<file path="config.mk">
export PLATFORM = sky130hd
export DESIGN_NAME = mexp_cell
export DESIGN_NICKNAME = d
export VERILOG_FILES = /design/src/design/mexp_cell.sv
export SDC_FILE = /design/constraint.sdc
export NUM_CORES = 1
export LEC_CHECK = 0
export BUFFER_PORTS_ARGS = -buffer_cell sky130_fd_sc_hd__buf_2
export CAP_MARGIN = 20
export CORE_MARGIN = 5
export CORE_UTILIZATION = 46
export DETAILED_ROUTE_END_ITERATION = 12
export PLACE_DENSITY = 0.95
export SKIP_CTS_REPAIR_TIMING = 1
export SYNTH_ARGS = -nofsm -noshare
export SYNTH_HDL_FRONTEND = slang
export SYNTH_SLANG_ARGS = --single-unit
</file>
<file path="constraint.sdc">
create_clock -name clk -period 2 [get_ports clk]
set_input_delay 0.3 -clock clk [delete_from_list [all_inputs] [get_ports clk]]
set_output_delay 0.3 -clock clk [all_outputs]
set_load 0.005 [all_outputs]
</file>
<file path="src/design/mexp_cell.sv">
`timescale 1ns / 1ps
module mexp_cell #(
  parameter int W = 64
) (
  input  logic         clk,
  input  logic         rst,
  input  logic         shift,
  input  logic [W-1:0] din,
  input  logic         ld,
  input  logic [W-1:0] ld_data,
  output logic [W-1:0] q
);

  always_ff @(posedge clk) begin
    if (rst) begin
      q <= '0;
    end else if (ld) begin
      q <= ld_data;
    end else if (shift) begin
      q <= din;
    end
  end

endmodule

</file>
After elaboration in Yosys (flattened, before gate mapping)
Cells that the tools add are included.
{"block": "word_totals", "reg_bits": 64, "romBits": 0, "latch_bits": 0, "wordCells": 4, "n_memories": 0, "ramBits": 0, "out_inout_bits": 64, "input_bits": 132}
{"block": "classes", "multipliers": 0, "n_reduce_logical": 1, "bitwise_logic": 0, "order_cmp": 0, "n_mux": 2, "n_addsub": 0, "div_mod_pow": 0, "n_eq_ne": 0, "shifts": 0}
{"op": "$mux W64", "count": 2}
{"op": "$reduce_bool A2 Y1", "count": 1}

Longest topological paths before layout
Gate-level depths: netlist of run 1.
{"block": "depth", "ltp_word": 2, "ltp_mapped": 4, "mapped_depth_nobuf": 2}

Worst setup path after synthesis of run 1
Ideal clock, no wire load.
{"block": "synth_timing", "path_kind": "input to register", "start": "input port ld", "end": "register q[52]", "setup_ns": 0.139, "setup_slack_ns": 0.914, "n_path_buf": 2, "path_stages": 4, "required_ns": 1.861, "t_arrival_ns": 0.947, "path_cell_list": "buf_2 inv_2 clkbuf_1 a211oi_1"}
{"block": "synth_via", "elab_chain_len": 1, "elab_cells_between_ends": 2, "classes_between": "1 x mux; 1 x reduce/logical"}
{"element": "start: declaration", "line": "9", "text": "input logic ld,"}
{"element": "$mux W64 / $reduce_bool A2 Y1 (equally long branches)"}
{"element": "end signal: assignment", "line": "18", "text": "q <= ld_data;"}
{"element": "end signal: assignment", "line": "20", "text": "q <= din;"}
{"element": "end: declaration", "line": "11", "text": "output logic [W-1:0] q"}
Parallel ways exist; a longest one is shown, timed or not.
A chain may end at the register's enable or synchronous reset.

Final worst setup path of run 1
{"block": "layout_timing", "start": "register q[49]", "end": "output port q[49]"}
No word-level cell between the ends.

==> results.toml, run 1 <==
[run_status]
status = "finished clean"

[route]
ant_nets = 0
drt_iter0_drc = 75
viasPerCell = 5.15
routed_wl_um = 8530
route.detailed.wl_per_inst_um = 15.6
num_vias = 2819
drt_pass1_iterations = 4
drc = 0

[placed_design]
place.gp.congestion = 0.760
numPortBuffers = 195
hpwl_um = 6290

[critical_path]
crit_family = "flip-flops"
cp_slowest_cell = "dfxtp_1"
startpoint_type = "flip-flop"
slowest_delay_ps = 350
critical_path_class = "flip-flop to output port"
crit_fanout = 2
r2r_slack_ps = 1210
critPathBufInv = 1
cp.required_ps = 1700
endpoint_kind = "output port"
path_cells = "buf_2"
cp.arrival_ps = 780

[timing]
rsz0062_at_grt = "no"
final_max_slew_viol_count = 0
finalHoldWorstSlack_ps = 273
skew_ps = 0
finalCriticalPeriod_ps = 1080
max_freq_mhz = 922
post-route-period-util_pct = 54.2
setup-tns-final_ps = 0
setup_violations = 0
slew_headroom_pct = 68.4
worst_pin_slew_ps = 475
hold_violations = 0

[clocking]
clock_sinks = 64
clock_path_buffers = 2
insertion_delay_ps = 310
clkTransAtPathRegs_ps = 70
root_buffer = "clkbuf_8"
cts_tree = "built"
cts_made_buffers = 9
htreeDepth = 3

[cells_and_area]
area_growth_syn_to_layout_pct = 36.0
n_antenna_cell = 0
reg.largest.list = "q: 64 flops"
n_fill_cell = 540
largest_reg_flops = 64
top_register = "q"
drive_gt1_share_pct = 46.4
nNetsFinal = 600
utilization_pct = 64.9

[power_and_ir_drop]
peakVddDrop_mv = 0.519
p_leak_uw = 0.00207
power_density_mw_per_mm2 = 703

[floorplan]
fp.dieH_um = 91.4
coreArea_mm2 = 0.00639
die_area_mm2 = 0.00835
rows = 29
start_util_pct = 47.7
io_pins = 196
die_w_um = 91.4

[global_route]
grt_max_degree = 65
grt_pass1_wl_um = 14200
grt_pass1_vias = 3169
antenna_found_initial = 0
grt_overflow = 0
grt_usage_pct = 20.5

[flow_run]
maxCapViolCount = 0

[synth]
syn_area_mm2 = 0.00305
ys_seq_elements = 64
syn_avg_cell_area_um2 = 10.7
yosysUniqueCellTypes = 10
yosysWarnings = 0
synthCells = 284
yosysSeqAreaShare_pct = 42.1
syn-num-nets = 416

[worst_hold_path]
min_path_type = "input port to flip-flop"
## stage by stage
step | cells | setup WS, ps | total power [uW] | instance area, um^2
floorplan | 284 | 914 | 1750 | 3050
global placement | 534 | 728 | 1990 | 3980
detailed placement | 534 | 665 | 2010 | 3980
CTS | 547 | 886 | 2950 | 4140
global route | 547 | 843 | 3080 | 4140
finish | 547 | 916 | 2910 | 4140
## cell families after synthesis
logic type             count (synthesis)  synth area share, %
multiplexers                          64                 21.0
buffers and inverters                 28                 7.15
AND/OR/NAND/NOR                       64                 13.1
flip-flops                            64                 42.1
AO/OA/AOI/OAI                         64                 16.6
## cell usage after synthesis (all sizes together)
cell type  number  area [um^2]
dfxtp          64         1280
nor2b          64          400
inv             1         3.75
mux2i          64          641
clkbuf         17         63.8
buf            10          150
a211oi         64          505
## area by class of cell
type | instances | area, um^2 | share of cell area (%)
multi-input cells | 192 | 1550 | 37.3
flip-flops and latches | 64 | 1280 | 30.9
repair buffers | 200 | 1050 | 25.4
clock buffers | 12 | 155 | 3.75
well taps | 77 | 96.3 | 2.33
clock inverters | 1 | 5.00 | 0.121
inverters | 1 | 3.75 | 0.0906
## placed cells by master, fill, tap and decap left out
master,n
clkbuf_8,11
a211oi_1,59
clkbuf_1,1
dfxtp_1,64
nor2b_1,64
inv_2,1
mux2i_1,64
buf_4,3
buf_12,3
buf_2,194
clkinv_2,1
a211oi_2,5
## worst paths after layout
path,cells past startpoint,start,endpoint
min,3,ld_data[36],q[36]
max reg2reg,2,q[10],q[10]
max,1,q[49],q[49]
min reg2reg,2,q[0],q[0]
## where the power goes
group	leakage, uW	internal [uW]	switching [uW]
registers	0.000534	1370	49.0
clock network	0.0000842	496	440
logic	0.00145	301	252
total	0.00207	2170	741
## layer usage
metal / part of all wire [%] / vias to the layer above / global-route usage (%)
li1: - / 1400 / -
met1: 39 / 1293 / 23.0
met2: 52 / 120 / 37.1
met3: 8.1 / 6 / 6.78
met4: 0.74 / 0 / 5.13
met5: 0 / - / 0
Power figures use the tool's default switching activity.
==> inputs of run 2 (changes only) <==
CORE_UTILIZATION = 38   (was 46)
PLACE_DENSITY = 0.88   (was 0.95)
clock period = 0.9 ns   (was 2 ns; I/O delays follow)
==> run 2 against run 1 <==
Against the previous run: the run now ends with setup timing left; non-clock buffer count grew 16; flip-flop and latch count is the same; sequential power grew 130%; register-to-register slack lost 1200 ps; count of clock-buffer cells in the layout grew 2; worst hold slack lost 180 ps; via count grew 2.1%; utilization shrank 4.8 points; clock power grew 130%; critical endpoint is now q[2]; largest power group unchanged.
==> results.toml, run 2 (same netlist as run 1, synthesis figures left out) <==
[run_status]
status = "finished, violations left"
violations = "setup timing"

[clocking]
cts_made_buffers = 9
cts_tree = "built"
clock_path_buffers = 2
insertion_delay_ps = 310
htreeDepth = 3
root_buffer = "clkbuf_8"
clock_sinks = 64
clkTransAtPathRegs_ps = 70

[critical_path]
cp.arrival_ps = 1120
critical_path_class = "flip-flop to flip-flop"
rr_startpoint = "q[2]"
r2r_slack_ps = -9
crit_fanout = 2
crit_start = "q[2]"
endpoint_kind = "flip-flop"
cp.required_ps = 1110
startpoint_type = "flip-flop"

[floorplan]
rows = 32
die_w_um = 99.5
start_util_pct = 39.2
io_pins = 196
fp.dieH_um = 99.5
coreArea_mm2 = 0.00777
die_area_mm2 = 0.00990

[worst_hold_path]
min-delay-start = "ld_data[19]"
min_path_type = "input port to flip-flop"

[cells_and_area]
largest_reg_flops = 64
mostFrequentLayoutCells = "buf_2 (159), mux2i_1 (64), nor2b_1 (64), dfxtp_2 (64), a211oi_1 (58)"
area_growth_syn_to_layout_pct = 53.1
reg.largest.list = "q: 64 flops"
n_fill_cell = 679
final_common_cell = "buf_2"
top_register = "q"
nNetsFinal = 616
drive_gt1_share_pct = 61.4

[power_and_ir_drop]
pwr-share-clk_pct = 31.7
p_leak_uw = 0.00224
power.switching_uw = 1720
swShare_pct = 25.0
power_density_mw_per_mm2 = 1480
peakVddDrop_mv = 0.892
power_frac_comb_pct = 21.4
pwr-share-seq_pct = 47.0
p_int_uw = 5180

[timing]
hold_violations = 0
max_freq_mhz = 1100
finalCriticalPeriod_ps = 909
finalHoldWorstSlack_ps = 92.8
post-route-period-util_pct = 101
layout_setup_ws_ps = -8.81
skew_ps = 0
final_max_slew_viol_count = 0
rsz0062_at_grt = "yes"
setup_violations = 6
worst_pin_slew_ps = 262
setup-tns-final_ps = -29.7
slew_headroom_pct = 82.4

[route]
viasPerCell = 4.88
drc = 0
drt_iter0_drc = 57
ant_nets = 0
drt_pass1_iterations = 4
route.detailed.wl_per_inst_um = 16.1
routed_wl_um = 9470
num_vias = 2879

[global_route]
met1_usage_pct = 19.0
grt_max_degree = 36
grt_pass1_vias = 2971
antenna_found_initial = 1
grt_pass1_wl_um = 13900
grt_usage_pct = 17.2
grt_use_met2_pct = 30.6
met3_usage_pct = 6.24
grt_overflow = 0
top_usage_layer = "met2"

[placed_design]
dp_worst_setup_slack_ps = -102
numPortBuffers = 195
hpwl_um = 6710
place.gp.congestion = 0.853

[flow_run]
maxCapViolCount = 0
## run 2: cell count changes in the layout (fill, tap and decap cells not counted)
| cell | previous run | this run |
|---|---|---|
| buf_6 | 0 | 35 |
| a211oi_1 | 59 | 58 |
| clkbuf_8 | 11 | 12 |
| clkinv_2 | 1 | 0 |
| dfxtp_2 | 0 | 64 |
| diode_2 | 0 | 1 |
| buf_12 | 3 | 7 |
| buf_4 | 3 | 15 |
| a211oi_2 | 5 | 6 |
| buf_2 | 194 | 159 |
| clkbuf_1 | 1 | 2 |
| dfxtp_1 | 64 | 0 |
## run 2: cell type report
type	count	area, um^2	share of cell area, %
diodes	1	2.50	0.0537
flip-flops and latches	64	1360	29.2
multi-input cells	192	1550	33.3
clock buffers	14	173	3.70
well taps	102	128	2.74
repair buffers	216	1440	30.9
inverters	1	3.75	0.0805
## run 2: worst paths after layout
| path | end | cells past startpoint |
|---|---|---|
| setup reg to reg | q[2] | 3 |
| hold / removal | q[19] | 3 |
| setup / recovery | q[2] | 3 |
| hold reg to reg | q[50] | 2 |
## run 2: layer usage
metal	vias to the layer above	routed length [um]
li1	1428	-
met1	1312	3660
met5	-	0
met2	129	4920
met3	10	795
met4	0	93
## run 2: per-stage QoR
stage               util (%)  cell area [um^2]  std cells  total power, uW
finish                  60.0              4660        590             6900
global route            60.0              4660        590             7280
CTS                     55.0              4270        578             6740
detailed placement      52.8              4100        564             4510
global placement        52.8              4100        564             4470
floorplan                  -              3050        284             3880
## run 2: critical path, stage by stage (launching register included)
cell and delay, ps:
dfxtp_2 340, buf_4 110, mux2i_1 60, a211oi_1 290
## run 2: power by group through the flow
stage	combinational, uW	clock, uW	sequential (uW)
floorplan	648	0	3240
global placement	1250	0	3220
detailed placement	1290	0	3220
CTS	1290	2280	3160
global route	1600	2410	3260
finish	1480	2180	3240
==> inputs of run 3 (changes only) <==
==> constraint.sdc (replaced) <==
create_clock -name clk -period 0.9 [get_ports clk]
set_input_delay 0.045 -clock clk [delete_from_list [all_inputs] [get_ports clk]]
set_output_delay 0.045 -clock clk [all_outputs]
set_load 0.005 [all_outputs]
==> run 3 against run 2 <==
Against the previous run: sequential power fell by 2%; largest power group unchanged; clock skew did not move; via count up 1.3%; first-iteration DRC count grew 12%; utilization down 4.4 points; sequential share of layout area up 0.50 points; the flow now finishes without violations; highest routed layer unchanged.
==> results.toml, run 3 (same netlist as run 1, synthesis figures left out) <==
[cells_and_area]
nNetsFinal = 605
area_growth_syn_to_layout_pct = 41.9
mostFrequentLayoutCells = "buf_2 (194), mux2i_1 (64), nor2b_1 (64)"
final_common_cell = "buf_2"
reg.largest.list = "q: 64 flops"
largest_reg_flops = 64
n_antenna_cell = 0
top_register = "q"
drive_gt1_share_pct = 47.7
final_area_mm2 = 0.00432

[timing]
max_freq_mhz = 1180
setup_violations = 0
layout_setup_ws_ps = 51.6
finalCriticalPeriod_ps = 848
slew_headroom_pct = 85.5
final_max_slew_viol_count = 0
post-route-period-util_pct = 94.3
rsz0062_at_grt = "no"
finalHoldWorstSlack_ps = 12.8
skew_ps = 0
worst_pin_slew_ps = 217
setup-tns-final_ps = 0
hold_violations = 0

[placed_design]
hpwl_um = 6740
numPortBuffers = 195
placed_area_mm2 = 0.00413
place.gp.congestion = 0.786
dp_worst_setup_slack_ps = -30.6

[route]
route.detailed.wl_per_inst_um = 15.4
drc = 0
ant_nets = 0
viasPerCell = 5.05
routed_wl_um = 8880
drt_iter0_drc = 64
num_vias = 2917
drt_pass1_iterations = 4

[clocking]
insertion_delay_ps = 320
clkTransAtPathRegs_ps = 70
htreeDepth = 3
clock_path_buffers = 2
root_buffer = "clkbuf_8"
clock_sinks = 64
cts_made_buffers = 9
cts_tree = "built"

[power_and_ir_drop]
power_density_mw_per_mm2 = 1600
p_leak_uw = 0.00214
peakVddDrop_mv = 0.706
swShare_pct = 25.1
p_int_uw = 5170
pwr-share-clk_pct = 35.3
power_frac_comb_pct = 18.8
power.switching_uw = 1730
pwr-share-seq_pct = 45.9

[global_route]
antenna_found_initial = 0
grt_overflow = 0
grt_max_degree = 39
grt_pass1_vias = 3184
grt_usage_pct = 17.6
grt_pass1_wl_um = 14400

[floorplan]
fp.dieH_um = 99.5
io_pins = 196
die_w_um = 99.5
die_area_mm2 = 0.00990
coreArea_mm2 = 0.00777
start_util_pct = 39.2
rows = 32

[critical_path]
crit_family = "flip-flops"
startpoint_type = "flip-flop"
cp.required_ps = 850
crit_fanout = 2
critical_path_class = "flip-flop to output port"
endpoint_kind = "output port"
cp_slowest_cell = "dfxtp_1"
cp.arrival_ps = 800
critPathBufInv = 1
path_cells = "buf_2"
slowest_delay_ps = 350

[run_status]
status = "finished clean"

[worst_hold_path]
min_path_type = "input port to flip-flop"

[flow_run]
maxCapViolCount = 0
run 3: cell count changes in the layout (fill, tap and decap cells not counted), moves of 2 or more:
cell	before	now
dfxtp_1	0	62
dfxtp_2	64	2
buf_2	159	194
buf_6	35	0
buf_4	15	2
buf_12	7	9
clkbuf_1	2	0
run 3: layer usage:
layer	part of all wire [%]	track usage (%)
met1	40	19.3
met2	51	32.3
met4	2.2	7.35
met3	7.1	4.07
met5	0	0
run 3: final timing paths:
check,startpoint,endpoint,slack [ps],cells past startpoint
max reg2reg,q[9],q[9],130,2
min,ld_data[1],q[1],10,3
max,q[33],q[33],50,1
min reg2reg,q[1],q[1],550,2
run 3: cell type report:
class                      instances  area, um^2
inverter                           1        3.75
sequential                        64        1280
fill                             691        3450
timing repair buffer             205        1170
tap                              102         128
clock buffer                      11         151
multi-input combinational        192        1550
clock inverter                     3        42.5
run 3: power by group through the flow:
stage | clock, uW | sequential [uW] | combinational [uW]
4_1_cts | 2540 | 3160 | 1310
3_3_place_gp | 0 | 3210 | 1260
2_1_floorplan | 0 | 3240 | 647
3_5_place_dp | 0 | 3220 | 1310
5_1_grt | 2640 | 3190 | 1420
6_report | 2440 | 3160 | 1290
run 3: stage by stage:
stage / total power (uW) / util (%) / cells
5_1_grt: 7250 / 55.6 / 578
3_5_place_dp: 4530 / 53.1 / 564
4_1_cts: 7010 / 55.6 / 578
3_3_place_gp: 4480 / 53.1 / 564
2_1_floorplan: 3880 / - / 284
6_report: 6900 / 55.6 / 578
